File: src/design/wfd_pkg.sv
// Package for the worst-fit-decreasing packer.
// Holds field widths, reset values and register addresses; no dependencies.
package wfd_pkg;
    localparam int SizeW  = 8;
    localparam int IdW    = 6;
    localparam int CountW = 7;
    localparam int InitW  = 6;
    localparam logic [SizeW-1:0] CapReset  = 8'd10;
    localparam logic [InitW-1:0] InitReset = 6'd1;
    localparam logic [0:0] RegCapacity = 1'b0;
    localparam logic [0:0] RegInitBoxes = 1'b1;

    typedef enum logic [3:0] {
        ST_LOAD = 4'b0001,
        ST_SORT = 4'b0010,
        ST_SCAN = 4'b0100,
        ST_EMIT = 4'b1000
    } state_t;
endpackage

File: src/design/worst_fit_decreasing_packer_top.sv
// Top level of the worst-fit-decreasing packer.
// Depends on wfd_pkg, wfd_sort_cell, wfd_ram.
//
// Usage: package sizes arrive on the s_ channel, one per request. Each goes
// into a chain of sort cells that keeps them in descending order as they
// arrive (a package is taken at once while loading). A request with
// s_last_package set starts packing: the block stops taking requests, and
// for every stored package, largest first, scans the box-room RAM for the
// roomiest open box (lowest id on ties), places the package there or opens
// a new box, and offers one result on the m_ channel.
// Per package the scan reads each open box from the RAM, one read a cycle
// (the read is registered), and compares each room as it returns; the last
// scan cycle also writes the placement. The result then waits in the output
// handshake until taken. A package that fits nowhere is flagged m_oversize.
// The initial boxes are first filled with the capacity, one per cycle.
// A package beyond MAX_PACKAGES is dropped; a last one still starts packing.
// Reset (aresetn low, synchronous) empties the chain, clears the counters
// and loads the register reset values. A stalled m_ receiver holds the
// result in the output register; the scan of the next package waits.
// Registers: 0x0 box_capacity, 0x4 initial_boxes.
module worst_fit_decreasing_packer_top #(
    parameter int MAX_PACKAGES = 32,
    parameter int MAX_BOXES    = 64
) (
    input  logic                       aclk,
    input  logic                       aresetn,
    input  logic                       s_valid,
    output logic                       s_ready,
    input  logic [wfd_pkg::SizeW-1:0]  s_package_size,
    input  logic                       s_last_package,
    output logic                       m_valid,
    input  logic                       m_ready,
    output logic [wfd_pkg::SizeW-1:0]  m_placed_size,
    output logic [wfd_pkg::IdW-1:0]    m_box_id,
    output logic [wfd_pkg::SizeW-1:0]  m_room_after,
    output logic                       m_oversize,
    output logic [wfd_pkg::CountW-1:0] m_box_count,
    output logic                       m_last_result,
    input  logic                       psel,
    input  logic                       penable,
    input  logic                       pwrite,
    input  logic [2:0]                 paddr,
    input  logic [31:0]                pwdata,
    output logic [31:0]                prdata,
    output logic                       pready
);
    import wfd_pkg::*;
    localparam int PW = $clog2(MAX_PACKAGES + 1);
    localparam int BW = $clog2(MAX_BOXES);
    localparam int UW = $clog2(MAX_BOXES + 1);
    localparam logic [UW-1:0] BoxMax = UW'(MAX_BOXES);
    localparam logic [PW-1:0] PkgMax = PW'(MAX_PACKAGES);

    // configuration
    logic [SizeW-1:0] cap_reg;
    logic [InitW-1:0] init_reg;
    logic             wr;
    assign pready = 1'b1;
    assign wr = psel && penable && pwrite;
    always_ff @(posedge aclk) begin
        if (!aresetn) begin
            cap_reg  <= CapReset;
            init_reg <= InitReset;
        end else if (wr && paddr[2] == RegInitBoxes && paddr[1:0] == 2'b00) begin
            init_reg <= pwdata[InitW-1:0];
        end else if (wr && paddr[2] == RegCapacity && paddr[1:0] == 2'b00) begin
            cap_reg <= pwdata[SizeW-1:0];
        end
    end
    always_comb begin
        prdata = '0;
        if (paddr[2] == RegInitBoxes) begin
            prdata[InitW-1:0] = init_reg;
        end else begin
            prdata[SizeW-1:0] = cap_reg;
        end
    end

    state_t state_reg, state_next;
    logic [PW-1:0] count_reg;     // packages held in the chain
    logic [PW-1:0] left_reg;      // packages still to place
    logic [UW-1:0] used_reg;      // boxes open
    logic [UW-1:0] fill_reg;      // fill pointer / scan read pointer
    logic [UW-1:0] rcv_reg;       // index of data arriving from RAM
    logic          rvalid_reg;
    logic [SizeW-1:0] best_room_reg;
    logic [BW-1:0]    best_id_reg;
    logic             acc, pop, clr, ins;
    logic [SizeW-1:0] head;

    assign s_ready = (state_reg == ST_LOAD);
    assign acc = s_valid && s_ready;
    assign clr = !aresetn;
    assign ins = acc && count_reg < PkgMax;

    // sort chain: the new size is broadcast, each cell looks only at its
    // upper neighbor to decide whether to shift down
    logic [SizeW-1:0] od [MAX_PACKAGES+1];
    logic             ov [MAX_PACKAGES+1];
    logic [SizeW-1:0] pd [MAX_PACKAGES];
    logic             pv [MAX_PACKAGES];
    logic             pt [MAX_PACKAGES];
    logic             tk [MAX_PACKAGES];
    assign od[MAX_PACKAGES] = '0;
    assign ov[MAX_PACKAGES] = 1'b0;
    for (genvar g = 0; g < MAX_PACKAGES; g++) begin : g_cell
        if (g == 0) begin : g_first
            assign pd[g] = '0;
            assign pv[g] = 1'b0;
            assign pt[g] = 1'b0;
        end else begin : g_rest
            assign pd[g] = od[g-1];
            assign pv[g] = ov[g-1];
            assign pt[g] = tk[g-1];
        end
        wfd_sort_cell u_cell (
            .aclk(aclk), .clr(clr), .shift_in(acc), .new_data(s_package_size),
            .new_valid(ins), .prev_take(pt[g]), .prev_data(pd[g]),
            .prev_valid(pv[g]), .pop(pop), .next_data(od[g+1]),
            .next_valid(ov[g+1]), .data_out(od[g]), .valid_out(ov[g]),
            .take_out(tk[g])
        );
    end
    assign head = od[0];

    // box rooms
    logic             we;
    logic [BW-1:0]    waddr;
    logic [SizeW-1:0] wdata, rdata;
    wfd_ram #(.Width(SizeW), .Depth(MAX_BOXES)) u_ram (
        .aclk(aclk), .we(we), .waddr(waddr), .wdata(wdata),
        .raddr(fill_reg[BW-1:0]), .rdata(rdata)
    );

    logic [UW-1:0] init_lim;
    always_comb begin
        if (init_reg == '0) begin
            init_lim = UW'(1);
        end else if (int'(init_reg) > MAX_BOXES) begin
            init_lim = BoxMax;
        end else begin
            init_lim = UW'(init_reg);
        end
    end

    // placement decision (valid when scan ends)
    logic             fits, can_open;
    logic [BW-1:0]    p_id;
    logic [SizeW-1:0] p_room;
    logic             p_over;
    logic [UW-1:0]    p_used;
    assign fits     = best_room_reg >= head;
    assign can_open = used_reg < BoxMax;
    always_comb begin
        p_over = 1'b0;
        p_used = used_reg;
        if (fits) begin
            p_id   = best_id_reg;
            p_room = best_room_reg - head;
        end else if (can_open) begin
            p_id   = used_reg[BW-1:0];
            p_used = used_reg + UW'(1);
            p_over = head > cap_reg;
            p_room = p_over ? '0 : cap_reg - head;
        end else begin
            p_id   = best_id_reg;
            p_room = '0;
            p_over = 1'b1;
        end
    end

    logic scan_done;
    assign scan_done = (state_reg == ST_SCAN) && !rvalid_reg && fill_reg >= used_reg;
    assign pop = (state_reg == ST_EMIT) && m_valid && m_ready;

    always_comb begin
        we    = 1'b0;
        waddr = fill_reg[BW-1:0];
        wdata = cap_reg;
        if (state_reg == ST_SORT && fill_reg < init_lim) begin
            we = 1'b1;
        end else if (scan_done) begin
            we    = 1'b1;
            waddr = p_id;
            wdata = p_room;
        end
    end

    always_comb begin
        state_next = state_reg;
        unique case (state_reg)
            ST_LOAD: if (acc && s_last_package) state_next = ST_SORT;
            ST_SORT: begin
                if (fill_reg >= init_lim) begin
                    state_next = (left_reg == '0) ? ST_LOAD : ST_SCAN;
                end
            end
            ST_SCAN: if (scan_done) state_next = ST_EMIT;
            ST_EMIT: begin
                if (pop) state_next = (left_reg == PW'(1)) ? ST_LOAD : ST_SCAN;
            end
            default: state_next = ST_LOAD;
        endcase
    end

    always_ff @(posedge aclk) begin
        if (!aresetn) begin
            state_reg  <= ST_LOAD;
            count_reg  <= '0;
            left_reg   <= '0;
            used_reg   <= '0;
            fill_reg   <= '0;
            rcv_reg    <= '0;
            rvalid_reg <= 1'b0;
            m_valid    <= 1'b0;
        end else begin
            state_reg <= state_next;
            unique case (state_reg)
                ST_LOAD: begin
                    fill_reg <= '0;
                    if (acc) begin
                        if (s_last_package) begin
                            left_reg <= (count_reg < PkgMax) ? count_reg + PW'(1)
                                                            : count_reg;
                            count_reg <= '0;
                        end else if (count_reg < PkgMax) begin
                            count_reg <= count_reg + PW'(1);
                        end
                    end
                end
                ST_SORT: begin
                    if (fill_reg < init_lim) begin
                        fill_reg <= fill_reg + UW'(1);
                    end else begin
                        used_reg   <= init_lim;
                        fill_reg   <= '0;
                        rvalid_reg <= 1'b0;
                    end
                end
                ST_SCAN: begin
                    // issue reads 0..used-1; compare each as it returns
                    rvalid_reg <= fill_reg < used_reg;
                    rcv_reg    <= fill_reg;
                    if (fill_reg < used_reg) fill_reg <= fill_reg + UW'(1);
                    if (rvalid_reg) begin
                        if (rcv_reg == '0 || rdata > best_room_reg) begin
                            best_room_reg <= rdata;
                            best_id_reg   <= rcv_reg[BW-1:0];
                        end
                    end
                    if (scan_done) begin
                        m_valid       <= 1'b1;
                        m_placed_size <= head;
                        m_box_id      <= IdW'(p_id);
                        m_room_after  <= p_room;
                        m_oversize    <= p_over;
                        m_box_count   <= CountW'(p_used);
                        m_last_result <= left_reg == PW'(1);
                        used_reg      <= p_used;
                    end
                end
                ST_EMIT: begin
                    if (pop) begin
                        m_valid    <= 1'b0;
                        left_reg   <= left_reg - PW'(1);
                        fill_reg   <= '0;
                        rvalid_reg <= 1'b0;
                    end
                end
                default: ;
            endcase
        end
    end
endmodule

File: src/design/wfd_sort_cell.sv
// One cell of the insertion-sort chain: holds one size, shifts down when a
// larger one is inserted above it and up on a pop. Depends on wfd_pkg.
module wfd_sort_cell (
    input  logic                      aclk,
    input  logic                      clr,
    input  logic                      shift_in,
    input  logic [wfd_pkg::SizeW-1:0] new_data,
    input  logic                      new_valid,
    input  logic                      prev_take,
    input  logic [wfd_pkg::SizeW-1:0] prev_data,
    input  logic                      prev_valid,
    input  logic                      pop,
    input  logic [wfd_pkg::SizeW-1:0] next_data,
    input  logic                      next_valid,
    output logic [wfd_pkg::SizeW-1:0] data_out,
    output logic                      valid_out,
    output logic                      take_out
);
    import wfd_pkg::*;
    logic [SizeW-1:0] data_reg;
    logic             valid_reg;

    // new size belongs here or above; the chain stays descending, so once
    // one cell takes, every cell below it takes too
    assign take_out  = new_valid && (!valid_reg || new_data > data_reg);
    assign data_out  = data_reg;
    assign valid_out = valid_reg;

    always_ff @(posedge aclk) begin
        if (clr) begin
            valid_reg <= 1'b0;
        end else if (pop) begin
            data_reg  <= next_data;
            valid_reg <= next_valid;
        end else if (shift_in && prev_take) begin
            data_reg  <= prev_data;
            valid_reg <= prev_valid;
        end else if (shift_in && take_out) begin
            data_reg  <= new_data;
            valid_reg <= 1'b1;
        end
    end
endmodule

File: src/design/wfd_ram.sv
// Generic single-port-write RAM with registered read; no dependencies.
module wfd_ram #(
    parameter int Width = 8,
    parameter int Depth = 64
) (
    input  logic                     aclk,
    input  logic                     we,
    input  logic [$clog2(Depth)-1:0] waddr,
    input  logic [Width-1:0]         wdata,
    input  logic [$clog2(Depth)-1:0] raddr,
    output logic [Width-1:0]         rdata
);
    logic [Width-1:0] mem [Depth];
    always_ff @(posedge aclk) begin
        if (we) begin
            mem[waddr] <= wdata;
        end
        rdata <= mem[raddr];
    end
endmodule

File: config.mk
export PLATFORM = sky130hd
export DESIGN_NAME = worst_fit_decreasing_packer_top
export DESIGN_NICKNAME = d
export VERILOG_FILES = /design/src/design/wfd_pkg.sv /design/src/design/worst_fit_decreasing_packer_top.sv /design/src/design/wfd_sort_cell.sv /design/src/design/wfd_ram.sv
export SDC_FILE = /design/constraint.sdc
export NUM_CORES = 2
export LEC_CHECK = 0
export BUFFER_PORTS_ARGS = -buffer_cell sky130_fd_sc_hd__buf_2
export CORE_UTILIZATION = 50
export CTS_CLUSTER_DIAMETER = 50
export CTS_CLUSTER_SIZE = 25
export DETAILED_ROUTE_END_ITERATION = 10
export PLACE_DENSITY = 0.66
export SLEW_MARGIN = 20
export SYNTH_ARGS = -nofsm -noshare
export SYNTH_HDL_FRONTEND = slang
export SYNTH_SLANG_ARGS = --single-unit
File: constraint.sdc
create_clock -name aclk -period 8.65 [get_ports aclk]
set_input_delay 1.73 -clock aclk [delete_from_list [all_inputs] [get_ports aclk]]
set_output_delay 1.73 -clock aclk [all_outputs]
set_load 0.01 [all_outputs]
==> metrics.log <==
[metrics] detailed router's first-iteration violation count: 3117
[metrics] TritonCTS Buffers: 99
[metrics] Max Cap Violations: 0
[metrics] count of cell types in the netlist: 92
[metrics] number of antenna violations at the first check in global routing: 2
[metrics] static power due to leakage: 18.6 nW
[metrics] synthesized area per cell: 13.0 µm²
[metrics] DRC viols: 0
[metrics] transition time of the tightest slew-check pin: 1.06 ns
[metrics] layout cells sized above 1: 0.150
[metrics] Pre-antenna DRT Iters: 5
[metrics] PostCTS Resize Cnt: 0
[metrics] HPWL Detailed: 76.7 mm
[metrics] fin crit period: 4.89 ns
[metrics] pwr/cell area: 206 nW/µm²
[metrics] clk_lat worst skew: 0.70 ns
[metrics] Worst Path Class, Setup: register to register
[metrics] type of the tightest min-delay check: register to register
[metrics] top cells by area in the synthesized netlist: sky130_fd_sc_hd__edfxtp_1 53%, sky130_fd_sc_hd__ha_1 8.1%, sky130_fd_sc_hd__mux4_2 7.8%
[metrics] die footprint: 93600 µm²
[metrics] post-route ant nets: 0
[metrics] Worst Setup Start Kind: register
[metrics] cell row count: 111
[metrics] number of global-route vias before repair: 29100
[metrics] GP Congestion: 0.888
[metrics] share of the yosys chip area belonging to registers: 0.569
[metrics] Worst Path Max Fanout: 14
[metrics] run status: finished, final reports clean
[metrics] Seq cells post-synth: 906
[metrics] Async SR Flop Fraction: 0
[metrics] overall routed net length: 115 mm
[metrics] setup skew after layout: 0.0646 ns
[metrics] Setup TNS Final: 0 ns
[metrics] via count of the routed design: 29900
[metrics] final total power: 0.0105 W
[metrics] top library cells by usage in the layout, fill and taps aside: 813 x sky130_fd_sc_hd__edfxtp_1, 302 x sky130_fd_sc_hd__inv_1, 299 x sky130_fd_sc_hd__nand2_1
[metrics] count of clock tree sinks: 906
[metrics] Placed Instance Area: 47400 µm²
[metrics] final setup violation count: 0
[metrics] post-layout worst setup margin: 3.76 ns
[metrics] H-tree levels: 3
[metrics] multi-input combinational cell area: 17800 µm²
[metrics] max FFs per register: 512
[metrics] warnings from Yosys: 0
[metrics] root buffer cell: sky130_fd_sc_hd__clkbuf_16
[metrics] synthesis-to-layout area growth: 10.5%
[metrics] post-detailed-route wirelength per cell: 23.9 µm
[metrics] CP Data Required Time: 8.95 ns
[metrics] residual overflow from global routing: 0
[metrics] depth of the worst hold-timing path: 0
[metrics] number of synthesized flops with an enable pin: 813
[metrics] depth of the worst register-to-register path: 9
[metrics] via-per-instance ratio: 6.19
[metrics] Initial Utilization: 0.505
[metrics] diode insertion count for antenna repair: 0
[metrics] post-route cell area: 51000 µm²
[metrics] Worst VDD drop: 0.000137 V
[metrics] number of buffers added for setup after CTS: 0
[metrics] Synth top area share: 0.528
[metrics] final number of max-transition violations: 0
[metrics] net count reported at finish: 3907
[metrics] Setup Slack @ Placement: 3.36 ns
[metrics] sequential cell area in the final layout: 26300 µm²
[metrics] clock tree from TritonCTS: done
[metrics] Clock Tree Buf Depth: 3
[metrics] fill cell total of the finished layout: 7263
[metrics] number of ports placed on the die boundary: 117
[metrics] crit end category: register
[metrics] first-pass GRT wire length: 176 mm
[metrics] total count of hold-check failures in the final report: 0
[metrics] register-to-register setup slack: 3.76 ns
[metrics] most frequent standard cell in the layout excluding fill and tap cells: sky130_fd_sc_hd__edfxtp_1
[metrics] Die H: 306 µm
[metrics] unrepaired setup endpoints after global routing: no
[metrics] flip-flop cell with the highest count after synthesis: sky130_fd_sc_hd__edfxtp_1
[metrics] GRT Util Overall: 0.246
[metrics] maximum achievable frequency: 0.204 GHz
[metrics] maximum number of pins on one net before global-route repair: 142
[metrics] most flop-heavy register: u_ram.mem
[metrics] IO Port Bufs: 67
[metrics] number of buffers inserted for hold repair after clock tree synthesis: 0
[metrics] combined area of all synthesized cells: 46200 µm²
[metrics] Arr. time, crit path: 5.19 ns
[metrics] post-layout utilization of the core: 0.558
[metrics] fraction of the cycle the final worst path needs: 0.565
[metrics] number of standard cells after synthesis: 3546
[metrics] area of the core: 91500 µm²
[metrics] clock edge transition at the registers on the reported setup and hold paths: 0.07 ns
[metrics] headroom to the max-slew limit: 0.291
[metrics] DIE WIDTH: 306 µm
[metrics] cell type with the highest aggregate area in the netlist: sky130_fd_sc_hd__edfxtp_1
[kinds of logic after synthesis]
family,after synthesis,share of synthesized area
xor+xnor,23,0.00436
compound gates,714,0.114
mux,216,0.0908
flops,906,0.569
simple gates,847,0.0907
fa+ha+maj,300,0.0816
buf+inv,538,0.0496
other cells,2,0.000163
[worst max-delay path, cell delays in order, from the launching register on]
cell,delay (ns)
sky130_fd_sc_hd__edfxtp_1,0.56
sky130_fd_sc_hd__ha_1,0.29
sky130_fd_sc_hd__fa_1,0.39
sky130_fd_sc_hd__nand2b_1,0.17
sky130_fd_sc_hd__a21oi_1,0.32
sky130_fd_sc_hd__o2111a_1,0.66
sky130_fd_sc_hd__o21ai_2,0.16
sky130_fd_sc_hd__a31oi_2,0.70
sky130_fd_sc_hd__nand4b_1,0.34
sky130_fd_sc_hd__nor2_1,0.90
[synth_stat cells, types with 14 or more instances]
cell and count:
sky130_fd_sc_hd__o211a_1 20, sky130_fd_sc_hd__nand3_1 147, sky130_fd_sc_hd__o22ai_1 17, sky130_fd_sc_hd__nor2_1 132
sky130_fd_sc_hd__buf_2 63, sky130_fd_sc_hd__o21a_1 52, sky130_fd_sc_hd__inv_1 303, sky130_fd_sc_hd__nand2b_1 25
sky130_fd_sc_hd__a21boi_0 16, sky130_fd_sc_hd__a21o_1 30, sky130_fd_sc_hd__nor2b_1 62, sky130_fd_sc_hd__dfxtp_1 93
sky130_fd_sc_hd__o221ai_1 220, sky130_fd_sc_hd__nor3_1 38, sky130_fd_sc_hd__ha_1 298, sky130_fd_sc_hd__o31a_1 14
sky130_fd_sc_hd__nand2_1 299, sky130_fd_sc_hd__nand3b_1 14, sky130_fd_sc_hd__buf_4 38, sky130_fd_sc_hd__o21ai_0 108
sky130_fd_sc_hd__buf_1 21, sky130_fd_sc_hd__edfxtp_1 813, sky130_fd_sc_hd__a21oi_1 126, sky130_fd_sc_hd__and3_1 19
sky130_fd_sc_hd__mux2i_1 42, sky130_fd_sc_hd__nand4_1 52, sky130_fd_sc_hd__clkbuf_1 105, sky130_fd_sc_hd__mux4_2 161
[per-stage QoR]
step / hold slack (ns) / cells
2_1_floorplan: 0.408 / 3569
3_3_place_gp: 0.423 / 4641
3_5_place_dp: 0.432 / 4641
4_1_cts: 0.443 / 4827
5_1_grt: 0.468 / 4827
6_report: 0.440 / 4827
[layout make-up]
class / instances / area share
multi-input cells: 2125 / 0.349
clock inverters: 76 / 0.0194
repair buffers: 120 / 0.0147
well taps: 1186 / 0.0291
flip-flops and latches: 906 / 0.515
inverters: 304 / 0.0224
clock buffers: 110 / 0.0510
[metal layers]
layer | GRT usage | routed length, µm | vias up
li1 | - | - | 13700
met1 | 0.350 | 50000 | 14800
met2 | 0.377 | 51600 | 1193
met3 | 0.0581 | 10700 | 184
met4 | 0.0708 | 2950 | 6
met5 | 0.00930 | 141 | -
[power by group]
part	internal (W)	total [W]	switching [W]
registers	0.00492	0.00500	0.0000836
logic	0.000362	0.00101	0.000644
clock network	0.00244	0.00452	0.00208
total	0.00773	0.0105	0.00281
[path summary, 6_finish.rpt]
path,start,endpoint
worst min register to register,rcv_reg[5],best_id_reg[5]
worst max register to register,g_cell[0].u_cell.data_out[0],u_ram.mem[19][0]
worst min-delay path,rcv_reg[5],best_id_reg[5]
worst max-delay path,g_cell[0].u_cell.data_out[0],u_ram.mem[19][0]
Note: power is estimated with default switching activity, not from simulation.
